`src/rtl/core/isotp_rx_pkg.sv`:
```
package isotp_rx_pkg;

	// Default store depth in bytes
	localparam int MAX_PDU_DEF = 256;

	// Protocol control nibble (upper half of byte 0)
	localparam logic [3:0] PCI_SF = 4'h0;
	localparam logic [3:0] PCI_FF = 4'h1;
	localparam logic [3:0] PCI_CF = 4'h2;
	localparam logic [3:0] PCI_FC = 4'h3;

	// Result kinds
	localparam logic [1:0] KIND_CHUNK = 2'd0;
	localparam logic [1:0] KIND_FC    = 2'd1;
	localparam logic [1:0] KIND_TX    = 2'd2;
	localparam logic [1:0] KIND_OVR   = 2'd3;

	// Configuration register indexes
	localparam logic [1:0] REG_ENABLE  = 2'd0;
	localparam logic [1:0] REG_PHYS_ID = 2'd1;
	localparam logic [1:0] REG_FUNC_ID = 2'd2;

	localparam logic [28:0] PHYS_ID_RST = 29'd2016;
	localparam logic [28:0] FUNC_ID_RST = 29'd2015;

	localparam logic [7:0] FC_CTS_BYTE = 8'h30;
	localparam logic [3:0] FC_COUNT    = 4'd3;
	localparam logic [3:0] SF_MAX_LEN  = 4'd7;
	localparam logic [3:0] CAN_MAX_DLC = 4'd8;
	localparam logic [2:0] FF_BYTES    = 3'd6;
	localparam logic [2:0] CF_BYTES    = 3'd7;

	typedef struct packed {
		logic            hit;
		logic [3:0]      dlc;
		logic [7:0][7:0] data;
		logic            tx_wait;
	} rx_frame_t;

	typedef struct packed {
		logic [1:0]      kind;
		logic [7:0][7:0] data;
		logic [3:0]      count;
		logic [11:0]     plen;
		logic            last;
	} rx_result_t;

endpackage

```
`src/rtl/core/isotp_rx_ram.sv`:
```
module isotp_rx_ram #(
	parameter int WIDTH = 8,
	parameter int DEPTH = 256
) (
	input  logic                     clk,
	input  logic                     we,
	input  logic [$clog2(DEPTH)-1:0] waddr,
	input  logic [WIDTH-1:0]         wdata,
	input  logic                     re,
	input  logic [$clog2(DEPTH)-1:0] raddr,
	output logic [WIDTH-1:0]         rdata
);

	logic [WIDTH-1:0] mem [DEPTH];

	always_ff @(posedge clk) begin
		if (we) begin
			mem[waddr] <= wdata;
		end
		if (re) begin
			rdata <= mem[raddr];
		end
	end

endmodule

```
`src/rtl/core/isotp_rx_ctrl.sv`:
```
module isotp_rx_ctrl #(
	parameter int MAX_PDU = isotp_rx_pkg::MAX_PDU_DEF
) (
	input  logic                       clk,
	input  logic                       arst_n,
	input  isotp_rx_pkg::rx_frame_t    frame,
	input  logic                       frame_valid,
	output logic                       frame_ready,
	output isotp_rx_pkg::rx_result_t   result,
	output logic                       result_valid,
	input  logic                       result_ready,
	output logic                       mem_we,
	output logic [$clog2(MAX_PDU)-1:0] mem_waddr,
	output logic [7:0]                 mem_wdata,
	output logic                       mem_re,
	output logic [$clog2(MAX_PDU)-1:0] mem_raddr,
	input  logic [7:0]                 mem_rdata
);

	import isotp_rx_pkg::*;

	localparam int AW = $clog2(MAX_PDU);
	localparam int HW = $clog2(MAX_PDU + 1);

	typedef enum logic [2:0] {
		ST_IDLE, ST_EMIT, ST_CALC, ST_WRITE, ST_DRAIN, ST_FIN, ST_CHUNK
	} state_t;

	typedef enum logic [2:0] {
		ACT_TX, ACT_SF, ACT_OVR, ACT_FC, ACT_CF
	} act_t;

	state_t          state_q;
	act_t            act_q;
	logic [7:0][7:0] byte_q;
	logic [7:0][7:0] chunk_q;
	logic [HW-1:0]   exp_q;
	logic [HW-1:0]   held_q;
	logic [HW-1:0]   plen_q;
	logic [3:0]      nseq_q;
	logic            done_q;
	logic [AW-1:0]   wr_addr_q;
	logic [2:0]      wr_left_q;
	logic [2:0]      src_q;
	logic [AW-1:0]   rd_addr_q;
	logic            rd_v_s1;
	logic [2:0]      rd_idx_s1;
	rx_result_t      res_q;
	logic            res_valid_q;

	logic            accept;
	logic            out_free;
	logic            res_load;
	logic [3:0]      pci;
	logic [3:0]      low;
	logic [11:0]     ff_len;
	logic            sf_bad;
	logic [3:0]      sf_len;
	logic [HW-1:0]   diff;
	logic [2:0]      take;
	logic [HW-1:0]   new_held;
	logic            rd_last;
	logic            chunk_end;
	rx_result_t      res_next;

	assign frame_ready  = (state_q == ST_IDLE);
	assign accept       = frame_valid && frame_ready;
	assign out_free     = !res_valid_q || result_ready;
	assign res_load     = ((state_q == ST_EMIT) || (state_q == ST_CHUNK)) && out_free;
	assign result       = res_q;
	assign result_valid = res_valid_q;

	assign pci    = frame.data[0][7:4];
	assign low    = frame.data[0][3:0];
	assign ff_len = {low, frame.data[1]};
	assign sf_bad = (low == 4'd0) || (low > SF_MAX_LEN) || (low > frame.dlc - 4'd1);
	assign sf_len = byte_q[0][3:0];

	assign diff     = (exp_q > held_q) ? exp_q - held_q : '0;
	assign take     = (diff > HW'(CF_BYTES)) ? CF_BYTES : diff[2:0];
	assign new_held = held_q + HW'(take);

	assign rd_last   = ((HW'(rd_addr_q) + HW'(1)) == plen_q);
	assign chunk_end = (rd_addr_q[2:0] == 3'd7) || rd_last;

	// Store writes and drain reads never overlap: one frame is worked at a time
	assign mem_we    = (state_q == ST_WRITE) && (wr_left_q != 3'd0);
	assign mem_waddr = wr_addr_q;
	assign mem_wdata = byte_q[src_q];
	assign mem_re    = (state_q == ST_DRAIN);
	assign mem_raddr = rd_addr_q;

	always_comb begin
		res_next      = '0;
		res_next.last = 1'b1;
		case (state_q)
			ST_CHUNK: begin
				res_next.kind = KIND_CHUNK;
				for (int i = 0; i < 8; i++) begin
					res_next.data[i] = (3'(i) <= rd_addr_q[2:0]) ? chunk_q[i] : 8'd0;
				end
				res_next.count = {1'b0, rd_addr_q[2:0]} + 4'd1;
				res_next.plen  = 12'(plen_q);
				res_next.last  = rd_last;
			end
			default: begin
				case (act_q)
					ACT_TX: res_next.kind = KIND_TX;
					ACT_SF: begin
						res_next.kind = KIND_CHUNK;
						for (int i = 0; i < 7; i++) begin
							res_next.data[i] = (4'(i) < sf_len) ? byte_q[i + 1] : 8'd0;
						end
						res_next.count = sf_len;
						res_next.plen  = {8'd0, sf_len};
					end
					ACT_OVR: begin
						res_next.kind = KIND_OVR;
						res_next.plen = {byte_q[0][3:0], byte_q[1]};
					end
					ACT_FC: begin
						res_next.kind    = KIND_FC;
						res_next.data[0] = FC_CTS_BYTE;
						res_next.count   = FC_COUNT;
					end
					default: ;
				endcase
			end
		endcase
	end

	always_ff @(posedge clk or negedge arst_n) begin
		if (!arst_n) begin
			state_q     <= ST_IDLE;
			act_q       <= ACT_TX;
			byte_q      <= '0;
			chunk_q     <= '0;
			exp_q       <= '0;
			held_q      <= '0;
			plen_q      <= '0;
			nseq_q      <= '0;
			done_q      <= 1'b0;
			wr_addr_q   <= '0;
			wr_left_q   <= '0;
			src_q       <= '0;
			rd_addr_q   <= '0;
			rd_v_s1     <= 1'b0;
			rd_idx_s1   <= '0;
			res_q       <= '0;
			res_valid_q <= 1'b0;
		end else begin
			rd_v_s1   <= mem_re;
			rd_idx_s1 <= rd_addr_q[2:0];
			if (rd_v_s1) begin
				chunk_q[rd_idx_s1] <= mem_rdata;
			end
			if (res_load) begin
				res_q       <= res_next;
				res_valid_q <= 1'b1;
			end else if (res_valid_q && result_ready) begin
				res_valid_q <= 1'b0;
			end

			case (state_q)
				ST_IDLE: begin
					if (accept && frame.hit) begin
						byte_q <= frame.data;
						if (frame.tx_wait && pci == PCI_FC) begin
							act_q   <= ACT_TX;
							state_q <= ST_EMIT;
						end else begin
							case (pci)
								PCI_SF: begin
									if (!sf_bad) begin
										act_q   <= ACT_SF;
										state_q <= ST_EMIT;
									end
								end
								PCI_FF: begin
									if (ff_len > 12'(MAX_PDU)) begin
										exp_q   <= '0;
										held_q  <= '0;
										act_q   <= ACT_OVR;
										state_q <= ST_EMIT;
									end else begin
										exp_q     <= ff_len[HW-1:0];
										held_q    <= HW'(FF_BYTES);
										nseq_q    <= 4'd1;
										wr_addr_q <= '0;
										src_q     <= 3'd2;
										wr_left_q <= FF_BYTES;
										act_q     <= ACT_FC;
										state_q   <= ST_WRITE;
									end
								end
								PCI_CF: begin
									if (low == nseq_q) begin
										nseq_q  <= nseq_q + 4'd1;
										act_q   <= ACT_CF;
										state_q <= ST_CALC;
									end else begin
										// drop the reassembly, keep the sequence counter
										exp_q  <= '0;
										held_q <= '0;
									end
								end
								default: ;
							endcase
						end
					end
				end
				ST_EMIT: begin
					if (out_free) begin
						state_q <= ST_IDLE;
					end
				end
				ST_CALC: begin
					held_q    <= new_held;
					wr_addr_q <= held_q[AW-1:0];
					src_q     <= 3'd1;
					wr_left_q <= take;
					done_q    <= (new_held >= exp_q);
					state_q   <= ST_WRITE;
				end
				ST_WRITE: begin
					if (wr_left_q != 3'd0) begin
						wr_addr_q <= wr_addr_q + AW'(1);
						src_q     <= src_q + 3'd1;
						wr_left_q <= wr_left_q - 3'd1;
					end else if (act_q == ACT_FC) begin
						state_q <= ST_EMIT;
					end else if (done_q) begin
						plen_q    <= exp_q;
						exp_q     <= '0;
						held_q    <= '0;
						rd_addr_q <= '0;
						state_q   <= (exp_q != '0) ? ST_DRAIN : ST_IDLE;
					end else begin
						state_q <= ST_IDLE;
					end
				end
				ST_DRAIN: begin
					if (chunk_end) begin
						state_q <= ST_FIN;
					end else begin
						rd_addr_q <= rd_addr_q + AW'(1);
					end
				end
				ST_FIN: state_q <= ST_CHUNK;
				ST_CHUNK: begin
					if (out_free) begin
						if (rd_last) begin
							state_q <= ST_IDLE;
						end else begin
							rd_addr_q <= rd_addr_q + AW'(1);
							state_q   <= ST_DRAIN;
						end
					end
				end
				default: state_q <= ST_IDLE;
			endcase
		end
	end

endmodule

```
`src/rtl/core/isotp_receive_reassembler.sv`:
```
// ISO-TP receive reassembler: one CAN frame per beat in, results out.
// Single, flow-control and oversize results load the output register from the emit state
// once it is free; a first frame first makes six byte writes into the PDU store, and a
// consecutive frame up to seven. One frame is worked at a time; a completed PDU drains from
// the byte-wide store through its single read port in chunks of up to eight bytes.
// Reset clears the registers and reassembly state; the PDU store keeps contents, needs no clearing.
module isotp_receive_reassembler #(
	parameter int MAX_PDU = isotp_rx_pkg::MAX_PDU_DEF
) (
	input  logic        clk,
	input  logic        arst_n,
	// configuration write channel
	input  logic        cfg_valid,
	output logic        cfg_ready,
	input  logic [1:0]  cfg_index,
	input  logic [28:0] cfg_data,
	// received frame channel
	input  logic        in_valid,
	output logic        in_ready,
	input  logic [28:0] frame_id,
	input  logic [3:0]  frame_len,
	input  logic [7:0]  byte_0,
	input  logic [7:0]  byte_1,
	input  logic [7:0]  byte_2,
	input  logic [7:0]  byte_3,
	input  logic [7:0]  byte_4,
	input  logic [7:0]  byte_5,
	input  logic [7:0]  byte_6,
	input  logic [7:0]  byte_7,
	input  logic        tx_waiting,
	// result channel
	output logic        out_valid,
	input  logic        out_ready,
	output logic [1:0]  kind,
	output logic [7:0]  out_0,
	output logic [7:0]  out_1,
	output logic [7:0]  out_2,
	output logic [7:0]  out_3,
	output logic [7:0]  out_4,
	output logic [7:0]  out_5,
	output logic [7:0]  out_6,
	output logic [7:0]  out_7,
	output logic [3:0]  valid_count,
	output logic [11:0] pdu_length,
	output logic        last
);

	import isotp_rx_pkg::*;

	localparam int AW = $clog2(MAX_PDU);

	logic          enable_q;
	logic [28:0]   phys_id_q;
	logic [28:0]   func_id_q;
	rx_frame_t     frame;
	rx_result_t    result;
	logic          mem_we;
	logic [AW-1:0] mem_waddr;
	logic [7:0]    mem_wdata;
	logic          mem_re;
	logic [AW-1:0] mem_raddr;
	logic [7:0]    mem_rdata;

	// Configuration beats are always accepted, so the port never stalls.
	assign cfg_ready = 1'b1;

	always_ff @(posedge clk or negedge arst_n) begin
		if (!arst_n) begin
			enable_q  <= 1'b0;
			phys_id_q <= PHYS_ID_RST;
			func_id_q <= FUNC_ID_RST;
		end else if (cfg_valid && cfg_ready) begin
			case (cfg_index)
				REG_ENABLE:  enable_q  <= cfg_data[0];
				REG_PHYS_ID: phys_id_q <= cfg_data;
				REG_FUNC_ID: func_id_q <= cfg_data;
				default: ;
			endcase
		end
	end

	// Address filter: a frame counts only when enabled, addressed to us and not empty.
	// A data length code above eight counts as eight.
	always_comb begin
		frame.hit     = enable_q && (frame_id == phys_id_q || frame_id == func_id_q)
		                && (frame_len != 4'd0);
		frame.dlc     = (frame_len > CAN_MAX_DLC) ? CAN_MAX_DLC : frame_len;
		frame.data[0] = byte_0;
		frame.data[1] = byte_1;
		frame.data[2] = byte_2;
		frame.data[3] = byte_3;
		frame.data[4] = byte_4;
		frame.data[5] = byte_5;
		frame.data[6] = byte_6;
		frame.data[7] = byte_7;
		frame.tx_wait = tx_waiting;
	end

	// Sequencer: decode the frame, write payload bytes, drain finished PDUs and
	// hold the output register, which lets a new frame in while a result waits.
	isotp_rx_ctrl #(
		.MAX_PDU (MAX_PDU)
	) u_ctrl (
		.clk          (clk),
		.arst_n       (arst_n),
		.frame        (frame),
		.frame_valid  (in_valid),
		.frame_ready  (in_ready),
		.result       (result),
		.result_valid (out_valid),
		.result_ready (out_ready),
		.mem_we       (mem_we),
		.mem_waddr    (mem_waddr),
		.mem_wdata    (mem_wdata),
		.mem_re       (mem_re),
		.mem_raddr    (mem_raddr),
		.mem_rdata    (mem_rdata)
	);

	// Byte-wide PDU store; only bytes written since the last first frame are read back.
	isotp_rx_ram #(
		.WIDTH (8),
		.DEPTH (MAX_PDU)
	) u_pdu_store (
		.clk   (clk),
		.we    (mem_we),
		.waddr (mem_waddr),
		.wdata (mem_wdata),
		.re    (mem_re),
		.raddr (mem_raddr),
		.rdata (mem_rdata)
	);

	assign kind        = result.kind;
	assign out_0       = result.data[0];
	assign out_1       = result.data[1];
	assign out_2       = result.data[2];
	assign out_3       = result.data[3];
	assign out_4       = result.data[4];
	assign out_5       = result.data[5];
	assign out_6       = result.data[6];
	assign out_7       = result.data[7];
	assign valid_count = result.count;
	assign pdu_length  = result.plen;
	assign last        = result.last;

endmodule
```
`config.mk`:
```
export PLATFORM = sky130hd
export DESIGN_NAME = isotp_receive_reassembler
export DESIGN_NICKNAME = d
export VERILOG_FILES = /design/src/rtl/core/isotp_rx_pkg.sv /design/src/rtl/core/isotp_rx_ram.sv /design/src/rtl/core/isotp_rx_ctrl.sv /design/src/rtl/core/isotp_receive_reassembler.sv
export SDC_FILE = /design/constraint.sdc
export NUM_CORES = 2
export LEC_CHECK = 0
export ABC_AREA = 1
export BUFFER_PORTS_ARGS = -buffer_cell sky130_fd_sc_hd__buf_2
export CAP_MARGIN = 5
export CORE_ASPECT_RATIO = 0.9
export CORE_UTILIZATION = 40
export DETAILED_ROUTE_END_ITERATION = 12
export HOLD_SLACK_MARGIN = 0.08
export SLEW_MARGIN = 20
export SYNTH_ARGS = -nofsm -noshare
export SYNTH_HDL_FRONTEND = slang
export SYNTH_HIERARCHICAL = 1
export SYNTH_SLANG_ARGS = --single-unit
```
`constraint.sdc`:
```
create_clock -name clk -period 32 [get_ports clk]
set_input_delay 3.2 -clock clk [delete_from_list [all_inputs] [get_ports clk]]
set_output_delay 3.2 -clock clk [all_outputs]
set_load 0.05 [all_outputs]
```
Yosys cells after proc, flatten, opt, wreduce, memory -nomap -nowiden --
Memories as Yosys holds them, arrays and structs flattened. A register that Yosys moved wholly into a read port is not among the register bits. Cells that the tools add are included.
Word-level totals: bits in registers 335, bits in writable memories 2048, bits of input ports 134, output and inout port bits 86, logic and storage cells 263, memories 1
Cells by class: add/subtract/negate cells 10, $lt $le $gt $ge 25, equality and inequality tests 41, mux-type cells 96, bitwise gates (word level) 3, reductions and logical operators 42
Memories:
- u_pdu_store.mem | words 256, width 8, read ports 1, clocked after Yosys merged registers in 1, write ports 1, RTL line isotp_rx_ram.sv:14 | logic [WIDTH-1:0] mem [DEPTH];
Operator list (count):
- two-way mux 8 bit | 29
- two-way mux 9 bit | 10
- two-way mux 3 bit | 26
- two-way mux 72 bit | 1
- bitwise mux 64 bit | 1
- == test 29 bit | 2
- one-hot mux 9 bit (2 select lines) | 3
- two-way mux 48 bit | 1
- one-hot mux 12 bit (2 select lines) | 2
- one-hot mux 8 bit (3 select lines) | 2
- one-hot mux 3 bit (3 select lines) | 4
- one-hot mux 9 bit (3 select lines) | 1
- binary-select mux 8 bit (select 3 bit) | 1
- demux 8 bit (select 3 bit) | 1
- AND reduction 8 bit | 3
- inequality test 2 bit (second input constant) | 11
- one-hot mux 3 bit (7 select lines) | 1
- adder 8 x 1 -> 8 bit (second input constant) | 2
- == test 3 x 2 -> 1 bit (second input constant) | 4
- == test 3 bit (second input constant) | 4
- > comparator 12 x 9 -> 1 bit (second input constant) | 1
- <= comparator 3 bit (first input constant) | 4
- less-than comparator 3 x 4 -> 1 bit (first input constant) | 3
- two-way mux 4 bit | 3
- other kinds (52) | 97

Logic depth before layout (Yosys ltp) --
word-level depth 10, gate-level depth with buffers 29, mapped depth without buffers 29

Cells and area by module --
Netlist, hierarchy kept.
By module, submodules not included:
- isotp_rx_ram | instances 1, cells an instance 7003, area an instance 83476.3 µm², sequential area each 61739.2 µm²
- isotp_rx_ctrl | instances 1, cells an instance 1741, area an instance 13885.8 µm², sequential area each 6906.6 µm²
- isotp_receive_reassembler | instances 1, cells an instance 377, area an instance 3071.7 µm², sequential area each 1496.4 µm²

Least setup slack after synthesis --
OpenSTA, ideal clock, no wires.
path kind reg2reg, start point reg u_ctrl.src_q[0], end point mem u_pdu_store.mem[0][4] (data pin), setup time 1.731 ns, data arrival time 8.641 ns, required time 30.269 ns, slack 21.628 ns, cell stages (with the launch flop) 6, buffers on the path 2, clock period less this slack 10.372 ns, cells stage by stage dfrtp_1 > clkbuf_1 > clkbuf_1 > a21oi_1 > o21ai_0 > a31oi_1
Between the ends: longest elaborated chain between the ends 2
RTL lines:
- from (decl) | RTL line isotp_rx_ctrl.sv:44 | logic [2:0] src_q;
- from (signal assigned) | RTL line isotp_rx_ctrl.sv:228 | src_q <= src_q + 3'd1;
- binary-select mux 8 bit (select 3 bit) | RTL line isotp_rx_ctrl.sv:89 | assign mem_wdata = byte_q[src_q];
- two-way mux 8 bit (not written as such) | RTL line isotp_rx_ctrl.sv:89
- via mem_wdata[4] | RTL line isotp_receive_reassembler.sv:59 | logic [7:0] mem_wdata;
- to (decl) | RTL line isotp_rx_ram.sv:14
The timed path passes the listed nets, and every way through them passes these cells. The select of a mux whose other input is x is not followed.

==> impl_metrics.csv <==
group,metric,value,unit
status,result_of_the_run,"completed",
routing,dr.first_iter.drc_count,8181,
synthesis,basic_gate_share_of_the_synthesized_area_counting_and_or_nand_and_nor_cells,0.229,
grt,first_global_vias,65702,
synthesis,synth-seq-area-share,0.698,
layout,layout.filler_cells,23023,
cts,clock_tree.buffer_depth,4,
layout,fin_nets,9285,
placement,detailedPlace.worstSlack,25.94,ns
timing,period_share,0.173,
timing,slew_viol_final,0,
cts,clock_insertion_delay_worst_skew,0.91,ns
layout,layout.cells.non_filler,12640,
routing,routedWlPerCell,22.6,um
synthesis,avgSynthCellArea,11.0,sq um
routing,post-route-drc-count,0,
power,peakVddDrop,82.5,uV
floorplanning,initial_core_util,0.402,
timing,maxSlewHeadroom,0.255,
timing,skew,0.0679,ns
floorplanning,design.die.area,253000,sq um
synthesis,post_syn_instances,9121,
timing,achievable-frequency,0.181,GHz
setup_path,reg2reg_setup_slack,26.47,ns
cts,cts.sink_count,2391,
routing,drt_pre_antenna_iters,6,
synthesis,yosys_register_bits,2391,
grt,grt_start_max_net_pins,190,
power,power_leakage,40.2,nW
floorplanning,core_area,250000,sq um
setup_path,critical-path-slowest-cell,"buf_4",
layout,area.growth.synth_to_final,10.8,%
synthesis,synth-edff-count,2056,
setup_path,crit_path_frequent_cell,"nand3_1",
synthesis,synth-compound-area-share,0.0246,
setup_path,setup.worst_path.start,"u_ctrl/mem_raddr[0]$_DFFE_PN0P_",
timing,post-route-worst-setup-slack,26.47,ns
cts,cts-buffers-inserted,239,
synthesis,dominant_combinational_cell_family_by_area_after_synthesis,"simple AND/OR/NAND/NOR gates",
placement,place_hpwl,166000,um
cts,cts.hold.buffers_added,0,
setup_path,cp_data_arrival_time,6.26,ns
timing,fin_worst_hold_slack,0.484,ns
floorplanning,boundaryPins,220,
synthesis,synth.cell_area,100000,sq um
setup_path,crit_end,"u_pdu_store/rdata[7]$_DFFE_PP_",
placement,portBuffers,218,
timing,rsz0062_at_grt,"false",
setup_path,crit_path_max_fanout,189,
setup_path,worstSetupPathType,"flop to flop",
setup_path,r2r.worst_path.cells,14,
grt,global_route.usage.total,0.221,
cts,cts.reportedPaths.clkPinSlew,0.06,ns
setup_path,worst_flop_to_flop_path_startpoint,"u_ctrl/mem_raddr[0]$_DFFE_PN0P_",
placement,gpl.final_weighted_congestion,0.875,
timing,setup_viol_count_final,0,
synthesis,synth-adder-area-share,0.00476,
synthesis,synthFlopType,"edfxtp_1",
hold_path,hold_path_depth,2,
layout,ratio_of_cells_with_drive_above_1_in_the_final_layout,0.0748,
power,power,8.64,mW
synthesis,synth_xor_xnor_area_share,0.00558,
power,p_per_area,77.6,nW/um^2
layout,area.sequential,70200,sq um
routing,postRouteAntennaNets,0,
setup_path,startpoint_type,"flop",
cts,cts_root_buffer,"clkbuf_16",
setup_path,timing.critical_path.required,32.73,ns
grt,remaining_overflow_grt,0,
setup_path,regToRegEndpoint,"u_pdu_store/rdata[7]$_DFFE_PP_",
cts,postCtsSetupBuffers,0,
timing,report.final.hold_viol_count,0,
floorplanning,die_width,530,um
floorplanning,fp_rows,174,
hold_path,hold_path.class,"flop to flop",
timing,setup_tns_final,0,ns
flow_run,cap_viol_max_count,0,
layout,final_core_util,0.446,
routing,drt-total-wl,285000,um
placement,detailed_place.area,104000,sq um
layout,multi_input_comb_area,26700,sq um
synthesis,synth-async-reset-ratio,0.140,
synthesis,synth.lib_cells_used.distinct,49,
layout,layout.cell_area.non_filler,111000,sq um
grt,grt_pass1_wl,425000,um
setup_path,critical_path.cell_chain,"inv_16, buf_4, buf_4, buf_4, nand2_1, nand3_1, nand3_1, nand3_1, nand3_1, nand3_1, nand3_1, nand2_1, nand2_1, nand2_1",
cts,cts_resizes,0,
cts,clock_tree.htree_level_count,4,
timing,period_minus_slack,5.53,ns
timing,measured_slew_at_the_worst_slew_check_pin,1.11,ns
setup_path,cp_slowest_stage_delay,0.88,ns
floorplanning,die_height,477,um
grt,antenna_found_initial,7,
routing,vias,69662,
cts,tritoncts_clock_tree,"yes",
placement,placed_cells,12217,
routing,avgViaCountPerCell,5.51,
setup_path,endpoint_kind,"flop",
synthesis,mappedNetlistNets,9292,
synthesis,synth.mux.area_fraction,0,
synthesis,synthesis.yosys.warnings,6,
[cells by family (layout without fill, tap and decap cells)]
kind of cell             Yosys count  after routing
other                              1              4
flip-flops                      2391           2391
buffers and inverters            811            983
AND/OR/NAND/NOR                 5361           5361
XOR/XNOR                          64             64
adder cells (fa/ha/maj)           37             37
AO/OA/AOI/OAI                    456            456
[synth_stat cells (21+ instances only)]
library cell | instances | area (sq um)
ha_1 | 35 | 438
buf_6 | 22 | 248
nor2_1 | 489 | 1840
buf_2 | 281 | 1410
xnor2_1 | 42 | 368
nand2_1 | 2653 | 9960
edfxtp_1 | 2056 | 61700
a21oi_1 | 94 | 470
o21ai_0 | 255 | 1280
nand3_1 | 2161 | 10800
buf_4 | 50 | 375
clkbuf_1 | 178 | 668
inv_1 | 224 | 841
dfrtp_1 | 319 | 7980
nand4_1 | 21 | 131
buf_1 | 43 | 161
xor2_1 | 22 | 193
a31oi_1 | 67 | 419
[registers in the layout (all words and copies together) (netlist names), 3 cells and up]
signal and flops:
u_ctrl/state_q 3, u_pdu_store/mem 2048, phys_id_q 29, u_ctrl/byte_q 64
u_ctrl/src_q 3, u_ctrl/result 83, u_ctrl/rd_idx_s1 3, u_ctrl/mem_waddr 8
u_ctrl/mem_raddr 8, u_ctrl/nseq_q 4, u_ctrl/act_q 3, u_ctrl/plen_q 9
u_ctrl/chunk_q 64, u_pdu_store/rdata 8, u_ctrl/exp_q 9, u_ctrl/wr_left_q 3
func_id_q 29, u_ctrl/held_q 9
[worst min path at each step]
stage                                          to  slack (ns)                       startpoint
detailed placement  u_ctrl/chunk_q[5]$_DFFE_PN0P_        0.47    u_ctrl/chunk_q[5]$_DFFE_PN0P_
floorplan           u_ctrl/rd_idx_s1[2]$_DFF_PN0_        0.39  u_ctrl/mem_raddr[2]$_DFFE_PN0P_
global route        u_ctrl/chunk_q[4]$_DFFE_PN0P_        0.50    u_ctrl/chunk_q[4]$_DFFE_PN0P_
finish              u_ctrl/chunk_q[5]$_DFFE_PN0P_        0.48    u_ctrl/chunk_q[5]$_DFFE_PN0P_
CTS                 u_ctrl/chunk_q[5]$_DFFE_PN0P_        0.48    u_ctrl/chunk_q[5]$_DFFE_PN0P_
global placement    u_ctrl/result[15]$_DFFE_PN0P_        0.46    u_ctrl/result[15]$_DFFE_PN0P_
[final cells by class]
| class | instances | share of cell area |
|---|---|---|
| Antenna cell | 3 | 0.0000675 |
| Sequential cell | 2391 | 0.631 |
| Timing Repair Buffer | 327 | 0.0182 |
| Inverter | 236 | 0.00829 |
| Clock inverter | 125 | 0.00926 |
| Multi-Input combinational cell | 5919 | 0.240 |
| Clock buffer | 295 | 0.0563 |
| Tap cell | 3344 | 0.0376 |
[routing by layer]
layer | wire length, um | part of all wire | global-route usage | vias up
met5 | 12 | 0.000042 | 0 | -
met1 | 124000 | 0.44 | 0.322 | 34466
met3 | 23600 | 0.083 | 0.0375 | 453
met2 | 129000 | 0.45 | 0.338 | 2903
li1 | - | - | - | 31838
met4 | 8560 | 0.030 | 0.0653 | 2
[worst max-delay path: cells and delay by family, from the launching register on]
| family | cells | cell delay (ns) |
|---|---|---|
| buffers and inverters | 4 | 2.89 |
| flip-flops | 1 | 0.65 |
| AND/OR/NAND/NOR | 10 | 1.53 |
[power breakdown]
part | switching [mW] | internal [mW] | total [mW] | leakage [nW]
clock network | 1.17 | 1.50 | 2.67 | 3.56
registers | 0.0703 | 4.11 | 4.18 | 22.6
logic | 1.46 | 0.326 | 1.79 | 14.0
total | 2.70 | 5.93 | 8.64 | 40.2
[layout by cell type, fill, tap and decap left out, types with 4 or more instances in the layout]
cell / count
a21oi_1: 94
a31oi_1: 59
a31oi_4: 8
buf_12: 8
buf_2: 217
buf_4: 101
bufinv_16: 15
clkbuf_1: 50
clkbuf_16: 240
clkbuf_8: 5
clkinv_1: 66
clkinv_2: 35
clkinv_4: 4
clkinvlp_4: 6
dfrtp_1: 313
dfrtp_4: 5
dfstp_2: 16
edfxtp_1: 2056
ha_1: 35
inv_1: 220
inv_16: 4
inv_2: 5
nand2_1: 2651
nand3_1: 2160
nand3b_1: 10
nand4_1: 21
nor2_1: 486
nor3_1: 11
o211ai_1: 17
o21ai_0: 255
o22ai_1: 7
xnor2_1: 42
xor2_1: 22
Power figures use the tool's default switching activity.
